$ cat src/hdl/blst_pkg.sv
// ----------------------------------------------------------------------------
// blst_pkg
// Shared types, constants and a helper function for the bounded list core.
// ----------------------------------------------------------------------------
package blst_pkg;

  localparam int CAPACITY    = 16;
  localparam int ENTRY_WIDTH = 32;

  // Field widths of the transactions.
  localparam int WORD_W = 32;
  localparam int POS_W  = 5;
  localparam int CNT_W  = $clog2(CAPACITY + 1);
  localparam int IDX_W  = $clog2(CAPACITY);

  localparam logic [31:0] LFSR_TAPS = 32'h8020_0003;

  typedef enum logic [1:0] {
    OP_APPEND  = 2'd0,
    OP_REMOVE  = 2'd1,
    OP_SHUFFLE = 2'd2,
    OP_NONE    = 2'd3
  } op_t;

  typedef enum logic [3:0] {
    S_IDLE,
    S_APPEND,
    S_RM_READ,
    S_RM_TAKE,
    S_RM_MOVE,
    S_SH_RAND,
    S_SH_MOD,
    S_SH_RDJ,
    S_SH_WRI,
    S_SH_WRJ,
    S_FINISH
  } state_t;

  typedef struct packed {
    op_t               op;
    logic [WORD_W-1:0] entry_in;
    logic [POS_W-1:0]  position;
  } in_t;

  typedef struct packed {
    logic [WORD_W-1:0] entry_out;
    logic              entry_valid;
    logic              dropped;
    logic [4:0]        entry_count;
    logic              list_full;
  } out_t;

  // One step of the Galois LFSR.
  function automatic logic [31:0] lfsr_step(input logic [31:0] v);
    logic [31:0] s;
    s = {1'b0, v[31:1]};
    if (v[0]) begin
      s = s ^ LFSR_TAPS;
    end
    return s;
  endfunction

endpackage

$ cat src/hdl/blst_ram.sv
// ----------------------------------------------------------------------------
// blst_ram
// Simple dual-port memory: one write port, one read port, registered read.
// ----------------------------------------------------------------------------
module blst_ram #(
  parameter int DEPTH = 16,
  parameter int WIDTH = 32
) (
  input  logic                     clk,
  input  logic                     we,
  input  logic [$clog2(DEPTH)-1:0] waddr,
  input  logic [WIDTH-1:0]         wdata,
  input  logic [$clog2(DEPTH)-1:0] raddr,
  output logic [WIDTH-1:0]         rdata
);

  logic [WIDTH-1:0] mem [DEPTH];

  always_ff @(posedge clk) begin
    if (we) begin
      mem[waddr] <= wdata;
    end
  end

  always_ff @(posedge clk) begin
    rdata <= mem[raddr];
  end

endmodule

$ cat src/hdl/blst_mod.sv
// ----------------------------------------------------------------------------
// blst_mod
// Iterative remainder unit: a 32-bit word modulo a small divisor, four
// dividend bits per cycle.
// ----------------------------------------------------------------------------
module blst_mod (
  input  logic                       clk,
  input  logic                       rst,
  input  logic                       start,
  input  logic [31:0]                dividend,
  input  logic [blst_pkg::CNT_W-1:0] divisor,
  output logic                       done,
  output logic [blst_pkg::IDX_W-1:0] rem
);
  import blst_pkg::*;

  localparam int BITS_PER_STEP = 4;
  localparam int STEPS         = 32 / BITS_PER_STEP;
  localparam int STEP_W        = $clog2(STEPS);
  localparam int TW            = IDX_W + 1;

  logic [31:0]       shreg;
  logic [TW-1:0]     div_q;
  logic [IDX_W-1:0]  rem_next;
  logic [STEP_W-1:0] step;
  logic              busy;

  // Restoring reduction; the partial remainder stays below the divisor, so
  // one compare and subtract per bit suffices.
  always_comb begin
    logic [TW-1:0] t;
    logic [IDX_W-1:0] r;
    r = rem;
    for (int k = 0; k < BITS_PER_STEP; k++) begin
      t = {r, shreg[31-k]};
      if (t >= div_q) begin
        t = t - div_q;
      end
      r = t[IDX_W-1:0];
    end
    rem_next = r;
  end

  always_ff @(posedge clk) begin
    if (rst) begin
      busy <= 1'b0;
      done <= 1'b0;
      step <= '0;
    end else begin
      done <= 1'b0;
      if (start) begin
        busy <= 1'b1;
        step <= '0;
      end else if (busy) begin
        step <= step + 1'b1;
        if (step == STEP_W'(STEPS - 1)) begin
          busy <= 1'b0;
          done <= 1'b1;
        end
      end
    end
  end

  always_ff @(posedge clk) begin
    if (start) begin
      shreg <= dividend;
      div_q <= TW'(divisor);
      rem   <= '0;
    end else if (busy) begin
      shreg <= {shreg[31-BITS_PER_STEP:0], {BITS_PER_STEP{1'b0}}};
      rem   <= rem_next;
    end
  end

endmodule

$ cat src/hdl/bounded_list_append_remove_shuffle_core.sv
// ----------------------------------------------------------------------------
// bounded_list_append_remove_shuffle_core
// Bounded ordered list with append, remove-at-position and LFSR shuffle.
// ----------------------------------------------------------------------------
// The list of up to CAPACITY entry words lives in a single simple dual-port
// memory with a registered read; a state machine reads, modifies and
// writes it back, one item at a time. An input transaction is taken only
// while the core is idle, and the finished result is held in an output
// register, so the next transaction may be taken while a result still waits
// downstream. A remove at position p makes one memory move per later entry.
// A shuffle of n entries makes n - 1 swaps: for each, the remainder unit
// picks the partner slot (four bits of the random word per cycle), and the
// swap reads the partner and writes both slots through the single read and
// single write port. The LFSR state register is written through the cfg
// channel, which is ready only while the core is idle; a zero seed is loaded
// as one.
// ----------------------------------------------------------------------------
module bounded_list_append_remove_shuffle_core (
  input  logic            clk,
  input  logic            rst,
  input  logic            in_valid,
  output logic            in_stall,
  input  blst_pkg::in_t   in_data,
  output logic            out_valid,
  input  logic            out_stall,
  output blst_pkg::out_t  out_data,
  input  logic            cfg_valid,
  output logic            cfg_ready,
  input  logic [31:0]     cfg_data
);
  import blst_pkg::*;

  localparam logic [CNT_W-1:0] CAP_CNT = CNT_W'(CAPACITY);
  localparam int CW = CNT_W + POS_W;

  state_t state, state_next;

  // Item held for the duration of the work.
  logic [ENTRY_WIDTH-1:0] entry_q;

  logic [CNT_W-1:0]       count;
  logic [IDX_W-1:0]       idx;
  logic [IDX_W-1:0]       j_q;
  logic [ENTRY_WIDTH-1:0] tmp;
  logic [ENTRY_WIDTH-1:0] removed;
  logic                   rm_ok;
  logic                   drop_q;
  logic [31:0]            lfsr;

  // Memory port and remainder unit controls.
  logic                   ram_we;
  logic [IDX_W-1:0]       ram_waddr;
  logic [ENTRY_WIDTH-1:0] ram_wdata;
  logic [IDX_W-1:0]       ram_raddr;
  logic [ENTRY_WIDTH-1:0] ram_rdata;
  logic                   mod_start;
  logic                   mod_done;
  logic [IDX_W-1:0]       mod_rem;

  logic in_accept;
  logic cfg_accept;
  logic out_load;
  logic pos_ok;
  logic idx_p1_lt;
  logic idx_p2_lt;

  assign in_stall   = (state != S_IDLE);
  assign in_accept  = in_valid && !in_stall;
  assign cfg_ready  = (state == S_IDLE);
  assign cfg_accept = cfg_valid && cfg_ready;
  assign out_load   = (state == S_FINISH) && (!out_valid || !out_stall);

  // A remove position is valid when it lies in 1..count.
  assign pos_ok = (in_data.position != '0) && (CW'(in_data.position) <= CW'(count));

  // Whether an entry lies above the slot being filled during the shift.
  assign idx_p1_lt = (CW'(idx) + CW'(1)) < CW'(count);
  assign idx_p2_lt = (CW'(idx) + CW'(2)) < CW'(count);

  blst_ram #(
    .DEPTH (CAPACITY),
    .WIDTH (ENTRY_WIDTH)
  ) u_ram (
    .clk   (clk),
    .we    (ram_we),
    .waddr (ram_waddr),
    .wdata (ram_wdata),
    .raddr (ram_raddr),
    .rdata (ram_rdata)
  );

  blst_mod u_mod (
    .clk      (clk),
    .rst      (rst),
    .start    (mod_start),
    .dividend (lfsr_step(lfsr)),
    .divisor  (CNT_W'(idx) + CNT_W'(1)),
    .done     (mod_done),
    .rem      (mod_rem)
  );

  // Next-state logic.
  always_comb begin
    state_next = state;
    unique case (state)
      S_IDLE: begin
        if (in_accept) begin
          unique case (in_data.op)
            OP_APPEND:  state_next = (count < CAP_CNT) ? S_APPEND : S_FINISH;
            OP_REMOVE:  state_next = pos_ok ? S_RM_READ : S_FINISH;
            OP_SHUFFLE: state_next = (count >= CNT_W'(2)) ? S_SH_RAND : S_FINISH;
            OP_NONE:    state_next = S_FINISH;
          endcase
        end
      end
      S_APPEND:  state_next = S_FINISH;
      S_RM_READ: state_next = S_RM_TAKE;
      S_RM_TAKE: state_next = idx_p1_lt ? S_RM_MOVE : S_FINISH;
      S_RM_MOVE: state_next = idx_p2_lt ? S_RM_MOVE : S_FINISH;
      S_SH_RAND: state_next = S_SH_MOD;
      S_SH_MOD:  state_next = mod_done ? S_SH_RDJ : S_SH_MOD;
      S_SH_RDJ:  state_next = S_SH_WRI;
      S_SH_WRI:  state_next = S_SH_WRJ;
      S_SH_WRJ:  state_next = (idx == IDX_W'(1)) ? S_FINISH : S_SH_RAND;
      S_FINISH:  state_next = out_load ? S_IDLE : S_FINISH;
      default:   state_next = S_IDLE;
    endcase
  end

  // Memory and remainder unit controls for each state.
  always_comb begin
    ram_we    = 1'b0;
    ram_waddr = idx;
    ram_wdata = ram_rdata;
    ram_raddr = idx;
    mod_start = 1'b0;
    unique case (state)
      S_APPEND: begin
        ram_we    = 1'b1;
        ram_waddr = count[IDX_W-1:0];
        ram_wdata = entry_q;
      end
      S_RM_TAKE: begin
        ram_raddr = idx + IDX_W'(1);
      end
      S_RM_MOVE: begin
        // Entry idx+1 arrived this cycle; fetch idx+2 for the next move.
        ram_we    = 1'b1;
        ram_raddr = idx + IDX_W'(2);
      end
      S_SH_RAND: begin
        mod_start = 1'b1;
      end
      S_SH_RDJ: begin
        ram_raddr = j_q;
      end
      S_SH_WRI: begin
        ram_we = 1'b1;
      end
      S_SH_WRJ: begin
        ram_we    = 1'b1;
        ram_waddr = j_q;
        ram_wdata = tmp;
      end
      default: begin
      end
    endcase
  end

  always_ff @(posedge clk) begin
    if (rst) begin
      state     <= S_IDLE;
      count     <= '0;
      lfsr      <= 32'd1;
      out_valid <= 1'b0;
    end else begin
      state <= state_next;
      if (cfg_accept) begin
        lfsr <= (cfg_data == '0) ? 32'd1 : cfg_data;
      end else if (state == S_SH_RAND) begin
        lfsr <= lfsr_step(lfsr);
      end
      if (state == S_APPEND) begin
        count <= count + CNT_W'(1);
      end else if ((state == S_RM_TAKE && !idx_p1_lt) ||
                   (state == S_RM_MOVE && !idx_p2_lt)) begin
        count <= count - CNT_W'(1);
      end
      if (out_load) begin
        out_valid <= 1'b1;
      end else if (!out_stall) begin
        out_valid <= 1'b0;
      end
    end
  end

  // Datapath registers.
  always_ff @(posedge clk) begin
    if (in_accept) begin
      entry_q <= in_data.entry_in[ENTRY_WIDTH-1:0];
      removed <= '0;
      rm_ok   <= (in_data.op == OP_REMOVE) && pos_ok;
      drop_q  <= (in_data.op == OP_APPEND) && (count == CAP_CNT);
      if (in_data.op == OP_REMOVE) begin
        idx <= IDX_W'(in_data.position - POS_W'(1));
      end else begin
        idx <= IDX_W'(count - CNT_W'(1));
      end
    end else begin
      unique case (state)
        S_RM_TAKE: removed <= ram_rdata;
        S_RM_MOVE: idx     <= idx + IDX_W'(1);
        S_SH_MOD:  j_q     <= mod_rem;
        S_SH_RDJ:  tmp     <= ram_rdata;
        S_SH_WRJ:  idx     <= idx - IDX_W'(1);
        default: begin
        end
      endcase
    end
  end

  always_ff @(posedge clk) begin
    if (out_load) begin
      out_data.entry_out   <= WORD_W'(removed);
      out_data.entry_valid <= rm_ok;
      out_data.dropped     <= drop_q;
      out_data.entry_count <= 5'(count);
      out_data.list_full   <= (count == CAP_CNT);
    end
  end

  // ---------------------------------------------------------------------
  // Assertions
  // ---------------------------------------------------------------------
  a_count_bound: assert property (@(posedge clk) disable iff (rst)
    count <= CAP_CNT)
    else $error("entry count exceeds capacity");

  a_append_room: assert property (@(posedge clk) disable iff (rst)
    (state == S_APPEND) |-> (count < CAP_CNT))
    else $error("append write with a full list");

  a_shift_in_range: assert property (@(posedge clk) disable iff (rst)
    (state == S_RM_TAKE || state == S_RM_MOVE) |-> (CW'(idx) < CW'(count)))
    else $error("remove shift beyond the held entries");

  a_partner_in_range: assert property (@(posedge clk) disable iff (rst)
    (state == S_SH_MOD && mod_done) |-> (mod_rem <= idx))
    else $error("shuffle partner slot above the current slot");

  a_result_held: assert property (@(posedge clk) disable iff (rst)
    (state == S_FINISH && out_valid && out_stall) |=> (state == S_FINISH))
    else $error("pending result overwritten");

endmodule
$ cat config.mk
export PLATFORM = sky130hd
export DESIGN_NAME = bounded_list_append_remove_shuffle_core
export DESIGN_NICKNAME = d
export VERILOG_FILES = /design/src/hdl/blst_pkg.sv /design/src/hdl/blst_ram.sv /design/src/hdl/blst_mod.sv /design/src/hdl/bounded_list_append_remove_shuffle_core.sv
export SDC_FILE = /design/constraint.sdc
export NUM_CORES = 1
export LEC_CHECK = 0
export ABC_AREA = 1
export BUFFER_PORTS_ARGS = -buffer_cell sky130_fd_sc_hd__buf_2
export CAP_MARGIN = 5
export CORE_ASPECT_RATIO = 0.6
export CORE_UTILIZATION = 37
export DETAILED_ROUTE_END_ITERATION = 8
export GPL_TIMING_DRIVEN = 0
export PLACE_DENSITY_LB_ADDON = 0.15
export SLEW_MARGIN = 30
export SYNTH_ARGS = -nofsm -noshare
export SYNTH_HDL_FRONTEND = slang
export SYNTH_HIERARCHICAL = 1
export SYNTH_SLANG_ARGS = --single-unit
$ cat constraint.sdc
create_clock -name clk -period 4.1 [get_ports clk]
set_clock_uncertainty 0.1 [all_clocks]
set_input_delay 0.615 -clock clk [delete_from_list [all_inputs] [get_ports clk]]
set_output_delay 0.615 -clock clk [all_outputs]
set_load 0.02 [all_outputs]
==> results.md <==
- The run finished, with violations left.
- The checks that failed: setup timing.
- The detailed router finished its first iteration with 2718 violations.
- The post-synthesis async set-or-reset flop share is 0%.
- In this design, the stage delay of the slowest critical-path cell is 0.44 ns.
- In the final routed layout, each cell accounts on average for 22.10 µm.
- The net load switching power is 0.01440 W.
- Clock tree synthesis inserted a total of 75 buffers.
- The die outline area is 92700 µm².
- STA classifies the critical path endpoint as a register.
- STA puts the critical path data required time at 4.51 ns.
- The via count of the first global-routing pass was 21962.
- The multi-input gate area in the final layout is 9276 µm².
- The synthesized design contains 778 register bits.
- In this run switching power makes up 42.50% of total power.
- The primary flip-flop cell chosen by synthesis mapping is edfxtp_1.
- The clock latency reported for the late side of the worst-skew pair is 0.66 ns.
- The static leakage power is 17.02 nW.
- The fraction of layout cells with a size suffix above 1 is 14.43%.
- The end-of-flow core utilization is 44.78%.
- Summed over all instances, the cell type with the most area after synthesis is edfxtp_1.
- The number of detailed-routing iterations run before antenna repair is 5.
- The remaining max-slew budget at the tightest pin is 31.38%.
- The placeable core area is 90080 µm².
- Entering global routing, the biggest net connects 34 pins.
- The vertical die dimension is 236.2 µm.
- The max-slew violation count is 0.
- The number of antenna violations at the first check in global routing came to 1.
- nand2_1 is the most common cell in the netlist.
- The achievable frequency is 0.2123 GHz.
- The mean area per synthesized cell is 10.19 µm².
- The number of maximum-capacitance constraint violations is 0.
- For this design the ratio of total power to cell area is 839.7 nW/µm².
- The deepest clock path buffer count is 3.
- IR analysis of the VDD net gives a maximum drop of 0.0005237 V.
- The cell area that synthesis handed to floorplanning was 33840 µm².
- The startpoint type of the worst setup path is a register.
- The most numerous cell type found on the critical path is nand2_1.
- The first global-routing pass estimated 154.4 mm of wire.
- The largest individual stage delay along the critical path comes from the cell edfxtp_1.
- The filler cell count is 8525.
- For this run, global-route usage on met1 was measured as 38.64%.
- In this run the biggest area consumer among cell types represents 58.84% of the synthesized area.
- The global-route usage over all layers is 23.35%.
- Ranked by total cell area, the synthesized netlist is headed by edfxtp_1, nand2_1, dfxtp_1, nand3_1, inv_1.
- The die is 392.4 µm wide.
- Sequential elements use 65.64% of the synthesized area.
- The sequential standard cell area is 22210 µm².
- The cell count after synthesis is 3321.
- Counting every sink on the clock net gives 778.
- The clock tree from TritonCTS is done.
- The global routing's busiest layer is met1.
- The final wirelength is 107.8 mm.
- Setup repair after global routing could not meet its margin everywhere.
- For the worst setup path, the data arrival time is 5.12 ns.
- For this run, global-route usage on met2 was measured as 30.76%.
- Setup violations remaining at the end of the flow were counted as 4.
- The clock root buffer master is clkbuf_16.
- The number of enable flip-flop cells after synthesis is 663.
- The transition time at the pin with the least slew margin is 1.029 ns.
- The portion of total power attributed to the clock network is 20.7%.
- Compared with the post-synthesis result, the final layout area differs by 19.21%.
- The post-route cell area is 40340 µm².
- The count of nets left with antenna violations once routing finished came out at 0.
- The congestion estimate from routability-driven global placement came to 0.8623.
- The H-tree depth is 3.
- The largest fanout on the critical path is 6.
- The HPWL after detailed placement is 76.85 mm.
- The final hold violation count is 0.
- The share of total power dissipated in sequential elements is 35.0%.
- After detailed routing, the number of remaining DRC violations is 0.
- The starting utilization of the core area is 37.56%.
- After clock tree synthesis, the clock-pin slew on the worst setup and hold paths is 0.07 ns.
- The design internal power is 0.01948 W.
- The smallest hold slack is 0.04836 ns.
- Counting every net in the synthesized netlist gives 3447.
- The total of buffers placed on input and output ports is 118.
- The final route contains 24195 vias.
- The period utilization is 114.9%.
- After synthesis, the most frequently instantiated cells are nand2_1, edfxtp_1, inv_1.
- In the final design database the tool counted 3726 nets.
- The type of the worst setup path is register to register.
- In the global route stage, met3 resource usage came out at 4.153%.
- Once routing completed, OpenROAD measured the worst setup slack at -0.6114 ns.
- The class of the tightest hold or removal check is input pin to register.
- The overflow left after global routing is 0.
- The post-detailed-route via-to-cell ratio is 4.958.
- For this run, the number of Yosys warnings is 6.
- The number of placement rows is 85.
- The standard cell area after detailed placement is 37210 µm².
- The number of top-level pins is 119.
- Per report_power, the combinational group accounts for 44.2% of the total.
- The minimum clock period after layout is 4.711 ns.
- After synthesis, the netlist uses 49 different library cells.
-- stage by stage --
step	TNS (ns)	setup WS, ns	total power (W)	instances
finish	-2.394	-0.6114	0.03387	4880
global route	-3.438	-0.8804	0.03562	4878
CTS	-2.222	-0.5709	0.03328	4867
detailed placement	-3.403	-0.8959	0.02598	4696
global placement	-800.21	-1.869	0.02551	4657
floorplan	-0.4893	-0.1568	0.02009	3321
-- cell usage in the layout, fill, tap and decap left out, types with 9 or more instances in the layout --
cell type and n:
xor2_1 13, nand3_2 9, inv_1 486, nor2_1 139, nand4_1 12, clkbuf_16 82, buf_16 33, a211oi_1 21
o21ai_0 64, buf_1 14, dfxtp_1 113, clkinv_1 10, clkinv_2 12, ha_1 34, buf_2 173, nand2_1 997
nor2_4 23, nand2_2 22, a21oi_1 17, nand3_1 439, inv_2 17, buf_4 39, buf_6 31, ha_4 11
edfxtp_1 663, clkbuf_1 45, dlygate4sd3_1 22
-- cell families after synthesis --
kind of cell	synth area share (%)
XOR/XNOR	0.5436
adder cells (fa/ha/maj)	1.938
flip-flops	65.64
buffers and inverters	8.468
AND/OR/NAND/NOR	20.77
multiplexers	0.02958
AO/OA/AOI/OAI	2.614
-- power by group through the flow --
stage,sequential (W),combinational (W),clock [W]
after global routing,0.0120,0.0162,0.00746
final,0.0119,0.0150,0.00702
after floorplan,0.0117,0.00835,0
after detailed placement,0.0120,0.0139,0
after global placement,0.0121,0.0134,0
after CTS,0.0119,0.0142,0.00717
-- worst paths after layout --
path,startpoint,cells past startpoint,slack [ns],endpoint
setup / recovery,u_mod/shreg[31],36,-0.61,u_mod/rem[0]
hold reg to reg,rm_ok,0,0.32,out_data[7]
setup reg to reg,u_mod/shreg[31],36,-0.61,u_mod/rem[0]
hold / removal,in_data[9],1,0.05,entry_q[4]
-- worst max-delay path, delay by kind of cell, from the launching register on --
family	cells	cell delay, ns
flops	1	0.44
buf+inv	9	0.85
compound gates	4	0.53
simple gates	19	1.60
fa+ha+maj	4	1.02
-- layer usage --
layer,vias to the layer above,part of all wire [%]
met5,-,0
met4,0,1.7
met3,114,8.6
met2,897,39
met1,11765,51
li1,11419,-
-- timing repair --
| action | 4_1_cts | 5_1_grt |
|---|---|---|
| hold buffers | 22 | 0 |
| setup endpoints to repair | 4 | 4 |
| setup buffers | 12 | 11 |
| gates resized for setup | 27 | 45 |
| hold endpoints to repair | 22 | 0 |
| pin swaps | 17 | 34 |
-- area by class of cell --
cell class              instances  area share, %
flip-flops and latches        778          55.07
multi-input cells            1886          23.00
clock buffers                 108          5.478
repair buffers                202          4.978
inverters                     511          4.805
well taps                    1218          3.778
plain buffers                 146          2.329
clock inverters                29         0.5521
diodes                          2        0.01241
-- sequential cells by signal, summed over array words and instances, names as in the netlist, 4 cells and up --
name         cells
entry_q         32
lfsr            32
j_q              4
u_mod/shreg     32
idx              4
u_mod/rem        4
state            4
u_mod/div_q      5
out_data        40
removed         32
u_ram/rdata     32
tmp             32
count            5
u_ram/mem      512
(Power assumes the default switching activity.)
